File: src/kfvh_pkg.sv
// Shared types and constants for the spanning-forest-with-hub block.
// Used by kfvh_ctrl, kfvh_dp and the top level; no dependencies.
package kfvh_pkg;

  localparam int MAX_NODES = 1024;
  localparam int MAX_EDGES = 4096;

  localparam int NODE_W  = 11;                     // node numbers and counts
  localparam int WGT_W   = 16;
  localparam int FILL_W  = $clog2(MAX_EDGES + 1);  // 0..MAX_EDGES
  localparam int EADDR_W = $clog2(MAX_EDGES);
  localparam int PAR_D   = MAX_NODES + 1;
  localparam int PADDR_W = $clog2(PAR_D);
  localparam int DIG_W   = 8;                      // radix digit
  localparam int EDGE_W  = WGT_W + 2 * NODE_W;     // packed edge word
  localparam int TOT_W   = 33;                     // total plus carry for saturation

  localparam int S_DATA_W = 40;
  localparam int M_DATA_W = 48;

  typedef enum logic [0:0] {
    REG_NODE_COUNT = 1'b0,
    REG_HUB_COST   = 1'b1
  } reg_t;

  typedef enum logic [4:0] {
    OP_CLR, OP_IDLE, OP_CC, OP_HR, OP_HC, OP_HW, OP_PR, OP_PW,
    OP_SR, OP_SC, OP_SW, OP_KR, OP_KC, OP_FR, OP_FC, OP_PCR,
    OP_PCW, OP_UN, OP_LR, OP_LC, OP_DONE
  } op_t;

  typedef struct packed {
    logic clr_last;   // parent clearing sweep at last entry
    logic didx_last;  // digit counter at last bucket
    logic idx_end;    // edge index reached fill
    logic pass;       // second radix pass
    logic edge_ok;    // fetched edge is a candidate
    logic root_hit;   // parent of cur is cur
    logic comp_end;   // compression walk reached the root
    logic side;       // working on endpoint b
    logic node_end;   // node counter past node count
    logic out_busy;   // result register still held
  } stat_t;

  // Packed edge: weight lowest, then a, then b
  function automatic logic [WGT_W-1:0] edge_wgt(input logic [EDGE_W-1:0] e);
    return e[WGT_W-1:0];
  endfunction

  function automatic logic [NODE_W-1:0] edge_a(input logic [EDGE_W-1:0] e);
    return e[WGT_W +: NODE_W];
  endfunction

  function automatic logic [NODE_W-1:0] edge_b(input logic [EDGE_W-1:0] e);
    return e[WGT_W + NODE_W +: NODE_W];
  endfunction

endpackage

File: src/kfvh_ctrl.sv
// Sequencer for load, radix sort, Kruskal, root count and table clearing.
// Depends on kfvh_pkg; drives kfvh_dp through op and reads its status.
module kfvh_ctrl (
  input  logic            clk,
  input  logic            rst,
  input  logic            s_tvalid,
  input  logic            s_tlast,
  input  kfvh_pkg::stat_t st,
  output logic            s_tready,
  output kfvh_pkg::op_t   op
);

  typedef enum logic [4:0] {
    ST_CLR, ST_IDLE, ST_CC, ST_HR, ST_HC, ST_HW, ST_PR, ST_PW,
    ST_SR, ST_SC, ST_SW, ST_KR, ST_KC, ST_FR, ST_FC, ST_PCR,
    ST_PCW, ST_UN, ST_LR, ST_LC, ST_DONE
  } state_t;

  state_t state, state_next;

  always_comb begin
    state_next = state;
    case (state)
      ST_CLR:  if (st.clr_last) state_next = ST_IDLE;
      ST_IDLE: if (s_tvalid && s_tlast) state_next = ST_CC;
      ST_CC:   if (st.didx_last) state_next = ST_HR;
      ST_HR:   state_next = st.idx_end ? ST_PR : ST_HC;
      ST_HC:   state_next = ST_HW;
      ST_HW:   state_next = ST_HR;
      ST_PR:   state_next = ST_PW;
      ST_PW:   state_next = st.didx_last ? ST_SR : ST_PR;
      ST_SR: begin
        if (st.idx_end) state_next = st.pass ? ST_KR : ST_CC;
        else            state_next = ST_SC;
      end
      ST_SC:   state_next = ST_SW;
      ST_SW:   state_next = ST_SR;
      ST_KR:   state_next = st.idx_end ? ST_LR : ST_KC;
      ST_KC:   state_next = st.edge_ok ? ST_FR : ST_KR;
      ST_FR:   state_next = ST_FC;
      ST_FC:   state_next = st.root_hit ? ST_PCR : ST_FR;
      ST_PCR:  state_next = ST_PCW;
      ST_PCW: begin
        if (st.comp_end) state_next = st.side ? ST_UN : ST_FR;
        else             state_next = ST_PCR;
      end
      ST_UN:   state_next = ST_KR;
      ST_LR:   state_next = st.node_end ? ST_DONE : ST_LC;
      ST_LC:   state_next = ST_LR;
      ST_DONE: if (!st.out_busy) state_next = ST_CLR;
      default: state_next = ST_CLR;
    endcase
  end

  always_ff @(posedge clk) begin
    if (rst) begin
      state <= ST_CLR;
    end else begin
      state <= state_next;
    end
  end

  always_comb begin
    case (state)
      ST_CLR:  op = kfvh_pkg::OP_CLR;
      ST_IDLE: op = kfvh_pkg::OP_IDLE;
      ST_CC:   op = kfvh_pkg::OP_CC;
      ST_HR:   op = kfvh_pkg::OP_HR;
      ST_HC:   op = kfvh_pkg::OP_HC;
      ST_HW:   op = kfvh_pkg::OP_HW;
      ST_PR:   op = kfvh_pkg::OP_PR;
      ST_PW:   op = kfvh_pkg::OP_PW;
      ST_SR:   op = kfvh_pkg::OP_SR;
      ST_SC:   op = kfvh_pkg::OP_SC;
      ST_SW:   op = kfvh_pkg::OP_SW;
      ST_KR:   op = kfvh_pkg::OP_KR;
      ST_KC:   op = kfvh_pkg::OP_KC;
      ST_FR:   op = kfvh_pkg::OP_FR;
      ST_FC:   op = kfvh_pkg::OP_FC;
      ST_PCR:  op = kfvh_pkg::OP_PCR;
      ST_PCW:  op = kfvh_pkg::OP_PCW;
      ST_UN:   op = kfvh_pkg::OP_UN;
      ST_LR:   op = kfvh_pkg::OP_LR;
      ST_LC:   op = kfvh_pkg::OP_LC;
      ST_DONE: op = kfvh_pkg::OP_DONE;
      default: op = kfvh_pkg::OP_IDLE;
    endcase
  end

  assign s_tready = (state == ST_IDLE);

endmodule

File: config.mk
export PLATFORM = sky130hd
export DESIGN_NAME = kfvh_ctrl
export DESIGN_NICKNAME = d
export VERILOG_FILES = /design/src/kfvh_pkg.sv /design/src/kfvh_ctrl.sv
export SDC_FILE = /design/constraint.sdc
export NUM_CORES = 1
export LEC_CHECK = 0
export BUFFER_PORTS_ARGS = -buffer_cell sky130_fd_sc_hd__clkbuf_2
export CELL_PAD_IN_SITES_DETAIL_PLACEMENT = 1
export CELL_PAD_IN_SITES_GLOBAL_PLACEMENT = 2
export CORE_ASPECT_RATIO = 0.7
export CORE_UTILIZATION = 29
export DETAILED_ROUTE_END_ITERATION = 16
export PLACE_DENSITY = 0.88
export SLEW_MARGIN = 30
export SYNTH_ARGS = -nofsm -noshare
export SYNTH_HDL_FRONTEND = slang
export SYNTH_SLANG_ARGS = --single-unit
File: constraint.sdc
create_clock -name clk -period 1.6 [get_ports clk]
set_input_delay 0.48 -clock clk [delete_from_list [all_inputs] [get_ports clk]]
set_output_delay 0.48 -clock clk [all_outputs]
set_load 0.01 [all_outputs]
==> flow_summary.ini, run 1 <==
[die]
die_w_um = 63.52
core_area_mm2 = 0.002477
rows = 15
num_io_pins = 20
die-area_mm2 = 0.002862
start_util = 0.3101
chipHeight_um = 45.06

[synth]
seq_area_frac_synth = 0.2606
avgSynthCellArea_um2 = 8.002
synth-warning-count = 0
synth_edf_count = 0
async_reset_ff_frac = 0
synth_nets = 110
synthesis.area_um2 = 768.2
synth_ff_type = dfxtp_1
synthCells = 96
yosysUniqueCellTypes = 43
synth-seq-cells = 10

[sta]
finalSetupViolCount = 1
drv_slew = 0
rsz0062_at_grt = true
fin_ws_ns = -0.02200
tightest_slew_ns = 0.4131
fin_tns_setup_ns = -0.02200
fmax_mhz = 616.5
finalCritPeriodShare = 1.014
layout_min_cycle_time_ns = 1.622
fin_worst_skew_ns = 0.003036
hold_violations = 0
slew_headroom = 0.7246

[route]
routed_wl_mm = 2.665
vias_per_cell = 5.580
drt_iter0_markers = 47
drtPass1Iterations = 4
ant_nets = 0
drc_errors = 0
vias = 904
post_drt_wl_per_cell_um = 16.45

[clock_tree]
holdBufCountCts = 0
clock-sinks = 10
cts_root_buf = clkbuf_8
clockBufferDepth = 2
cts.htree.levels = 1
clk_pin_slew_ns = 0.05
post_cts_buffers = 0
tritoncts.num_buffers = 3
cts_tree = yes
insertion_delay_ns = 0.23

[worst_setup_path]
worst-setup-path-type = reg -> out
critPathArrivalTime_ns = 1.14
crit_required_ns = 1.12
path_max_fanout = 15
crit_path_start_kind = register
cp-end-kind = primary output

[finish]
nets = 143
fillCellCount = 326
drive_above_1_share = 0.4063
syn_to_final_growth_pct = 39.25
antenna_cells = 0

[global_routing]
grt_pass1_vias = 883
grt_use_total = 0.1997
grt.overflow.total = 0
grt_pass1_wl_mm = 4.250
antenna_found_initial = 0
grt_max_degree = 16

[power_and_ir_drop]
ir_drop_mv = 0.7623
p_leak_nw = 0.4292
p_per_area_mw_per_mm2 = 1668

[flow_run]
cap_violations = 0

[worst_hold_path]
hold_path.class = in -> reg

[placement]
hpwl_mm = 2.104
pre_cts_ws_ns = -0.02410
place.gp.congestion = 0.8198
io_buffers = 19

[outcome]
violations = negative setup slack
status = complete, but fails checks
## area by class of cell
cell class | count | area (µm²) | area share
inverter | 3 | 13.76 | 0.01287
multi-input combinational | 74 | 518.0 | 0.4842
clock buffer | 4 | 55.05 | 0.05146
timing repair buffer | 37 | 230.2 | 0.2152
tap | 34 | 42.54 | 0.03977
sequential | 10 | 210.2 | 0.1965
## power by group
part           leakage [nW]  switching, mW  internal, mW
clock network        0.0288         0.0961         0.216
registers            0.0838          0.140         0.339
logic                 0.317          0.515         0.478
## critical path, cell delays in order (launching register included)
cell,delay [ns]
dfxtp_4,0.40
nor4_4,0.32
buf_2,0.18
## per-layer routing
layer,track usage,vias up,wire (µm)
met1,0.2500,452,1232
met5,0,-,0
li1,-,430,-
met4,0.02727,0,0
met3,0.04545,0,103
met2,0.3638,22,1330
## cell families after synthesis
group                     share of synthesized area
AOI/OAI and AO/OA                            0.3339
xor gates and xnor gates                    0.01140
buffers and inverters                        0.1091
DFF                                          0.2606
muxes                                       0.02606
and+or+nand+nor                              0.2590
## layout by cell type (no fill, tap or decap), types with 2 or more instances in the layout
| cell type | Yosys | final |
|---|---|---|
| a41oi_1 | 2 | 2 |
| dfxtp_2 | 0 | 2 |
| a31oi_1 | 3 | 3 |
| nor3_1 | 3 | 3 |
| o31ai_1 | 2 | 2 |
| nor2b_1 | 2 | 2 |
| a22oi_1 | 2 | 2 |
| a221oi_1 | 2 | 2 |
| dfxtp_4 | 0 | 2 |
| nand2_1 | 9 | 9 |
| o22ai_1 | 3 | 3 |
| nand2b_1 | 4 | 3 |
| a211oi_1 | 2 | 2 |
| a21oi_1 | 5 | 5 |
| o2bb2ai_1 | 2 | 2 |
| o21ai_0 | 2 | 2 |
| inv_1 | 2 | 2 |
| nand3_1 | 2 | 2 |
| nor2_4 | 1 | 2 |
| dfxtp_1 | 10 | 6 |
| mux2i_1 | 2 | 2 |
| clkbuf_2 | 0 | 18 |
| nor2_1 | 7 | 7 |
| buf_4 | 3 | 18 |
| clkbuf_8 | 0 | 4 |
## final timing paths
kind,from,slack [ns],cells past startpoint,endpoint
worst max register to register,state[3],0.09,6,state[0]
worst max-delay path,state[2],-0.02,2,s_tready
worst min-delay path,rst,0.52,2,state[3]
worst min register to register,state[2],0.59,1,state[4]
## repair_timing
item,4_1_cts,5_1_grt
endpoints found under the setup margin,3,5
cloned,0,0
resized for setup,7,4
## synthesized netlist by cell type (2+ instances only)
cell type | count | area share
a211oi_1 | 2 | 0.020
a21oi_1 | 5 | 0.033
a221oi_1 | 2 | 0.023
a22oi_1 | 2 | 0.020
a31oi_1 | 3 | 0.024
a41oi_1 | 2 | 0.023
buf_2 | 2 | 0.013
buf_4 | 3 | 0.029
buf_6 | 3 | 0.044
dfxtp_1 | 10 | 0.26
inv_1 | 2 | 0.0098
mux2i_1 | 2 | 0.026
nand2_1 | 9 | 0.044
nand2b_1 | 4 | 0.033
nand3_1 | 2 | 0.013
nor2_1 | 7 | 0.034
nor2_2 | 2 | 0.016
nor2b_1 | 2 | 0.016
nor3_1 | 3 | 0.020
o21ai_0 | 2 | 0.013
o22ai_1 | 3 | 0.024
o2bb2ai_1 | 2 | 0.023
o31ai_1 | 2 | 0.020
## registers in the layout, indices dropped and copies added (netlist names)
signal	count
op	5
state	5
## stage by stage
stage / cell area, µm² / total power [mW] / utilization / hold slack, ns / std cells
final: 1070 / 1.784 / 0.4318 / 0.5221 / 162
after global routing: 1070 / 1.902 / 0.4318 / 0.5344 / 162
after CTS: 1050 / 1.728 / 0.4237 / 0.5205 / 162
after detailed placement: 970.9 / 1.367 / 0.3919 / 0.7394 / 158
after global placement: 970.9 / 1.312 / 0.3919 / 0.7417 / 158
after floorplan: 768.2 / 1.020 / - / 0.6788 / 96
No activity file was read; power rests on OpenSTA's default activity.
==> inputs of run 2 (changes only) <==
Settings changed: CORE_ASPECT_RATIO 0.7 to 0.75.
==> run 2 against run 1 <==
Effect of this change:
- the flow now finishes without violations
- total power decreased by 4.0%
- sequential power decreased by 16%
- largest cell class unchanged
- critical endpoint unchanged
- clock power down 25%
- utilization grew 1.7 points
- first-iteration DRC count is 47% lower
- largest power group unchanged
- final cell count is 1.9% higher
- critical path depth is 1 higher
- combinational power up 9%
==> flow_summary.ini, run 2 (synthesis results as in run 1) <==
[worst_setup_path]
crit_path_cell_trace = buf_6 > nor4_4 > buf_2
worst-setup-path-type = reg -> out
r2r-start = state[0]
ff2ff_path_depth = 5
crit_family = flip-flops
crit_path_start_kind = register
critPathArrivalTime_ns = 1.12
cp-end-kind = primary output
critical-path-slowest-cell = dfxtp_4
reg2reg_slack_ns = 0.04
rr_endpoint = state[1]
max_stage_delay_ns = 0.35
path_max_fanout = 4
crit_required_ns = 1.12
critPathBufInv = 2

[placement]
place.gp.congestion = 0.8144
dp.cells = 155
place_area_um2 = 948.4
io_buffers = 19
hpwl_mm = 2.035

[clock_tree]
insertion_delay_ns = 0.27
cts.htree.levels = 1
clk_pin_slew_ns = 0.07
tritoncts.num_buffers = 3
cts_tree = yes
clockBufferDepth = 2
cts_root_buf = clkbuf_4
holdBufCountCts = 0
clock-sinks = 10

[route]
drt_iter0_markers = 25
vias = 880
post_drt_wl_per_cell_um = 16.32
ant_nets = 0
drtPass1Iterations = 4
drc_errors = 0
vias_per_cell = 5.333
routed_wl_mm = 2.692

[sta]
rsz0062_at_grt = true
finalCritPeriodShare = 0.9990
slew_headroom = 0.6975
fmax_mhz = 625.6
finalSetupViolCount = 0
fin_worst_skew_ns = 0.006941
layout_min_cycle_time_ns = 1.598
tightest_slew_ns = 0.4481
holdWs_ns = 0.5338
drv_slew = 0
hold_violations = 0

[finish]
syn_to_final_growth_pct = 40.23
nets = 146
antenna_cells = 0
layout_commonest_cell = buf_4
most-common-layout-cells = buf_4 (19), clkbuf_2 (18), nand2_1 (9)
fin_cells = 165
drive_above_1_share = 0.4351
design_area_mm2 = 0.001077

[power_and_ir_drop]
ir_drop_mv = 0.7179
p_per_area_mw_per_mm2 = 1589
p_leak_nw = 0.4397

[worst_hold_path]
hold_path.class = in -> reg
hp-start = s_tlast
holdPathStages = 4
min_to = op[0]

[global_routing]
grt_pass1_vias = 847
grt.overflow.total = 0
grt_pass1_wl_mm = 4.215
grt_use_total = 0.2138
grt_max_degree = 15
antenna_found_initial = 0

[die]
die-area_mm2 = 0.002861
core_area_mm2 = 0.002402
die_w_um = 61.43
rows = 15
start_util = 0.3198
chipHeight_um = 46.58
num_io_pins = 20

[outcome]
status = completed

[flow_run]
cap_violations = 0
run 2: cell count changes in the layout (fill, tap and decap cells not counted), moves of 2 or more:
cell,previous run,this run
dfxtp_2,2,0
clkbuf_8,4,1
clkbuf_4,0,3
dfxtp_4,2,5
buf_6,0,2
run 2: worst min-delay path: stages:
cell and delay (ns):
clkbuf_2 0.08, nand2_1 0.04, nand2_1 0.10, o2bb2ai_1 0.07
run 2: cell type report:
type                       count  area [µm²]
clock buffer                   4       36.28
fill                         310        1325
inverter                       3       13.76
multi-input combinational     74       505.5
sequential                    10       219.0
tap                           34       42.54
timing repair buffer          40       260.3
run 2: timing repair:
| action | in CTS | in global routing |
|---|---|---|
| pin swaps | 1 | 2 |
| gates resized for setup | 11 | 5 |
| endpoints found under the setup margin | 6 | 5 |
| buffers inserted | 3 | 3 |
| hold endpoints to repair | 0 | 0 |
run 2: per-layer routing:
| layer | share of wire | global-route usage | vias to the layer above |
|---|---|---|---|
| li1 | - | - | 439 |
| met1 | 0.51 | 0.2845 | 422 |
| met2 | 0.46 | 0.3478 | 17 |
| met3 | 0.032 | 0.05056 | 2 |
| met4 | 0.0041 | 0.05333 | 0 |
| met5 | 0 | 0 | - |
run 2: power by group:
| part | switching [mW] | internal, mW |
|---|---|---|
| combinational | 0.577 | 0.503 |
| sequential | 0.0585 | 0.341 |
| clock | 0.0944 | 0.138 |
| total | 0.730 | 0.983 |
run 2: metrics by stage:
| stage | worst slack, ns | power, mW | TNS [ns] | util |
|---|---|---|---|---|
| after global routing | -0.06534 | 1.816 | -0.1168 | 0.4484 |
| final | 0.001620 | 1.712 | 0 | 0.4484 |
| after floorplan | 0.2240 | 1.020 | 0 | - |
| after CTS | -0.04475 | 1.641 | -0.04475 | 0.4328 |
| after detailed placement | -0.05655 | 1.300 | -0.1286 | 0.3948 |
| after global placement | -0.02796 | 1.263 | -0.02796 | 0.3948 |
run 2: worst max path at each step:
| stage | end | from | cells after the start |
|---|---|---|---|
| 2_1_floorplan | s_tready | state[1] | 3 |
| 3_3_place_gp | state[1] | state[4] | 5 |
| 5_1_grt | s_tready | state[1] | 3 |
| 6_report | s_tready | state[1] | 3 |
| 4_1_cts | s_tready | state[3] | 3 |
| 3_5_place_dp | state[1] | state[2] | 5 |
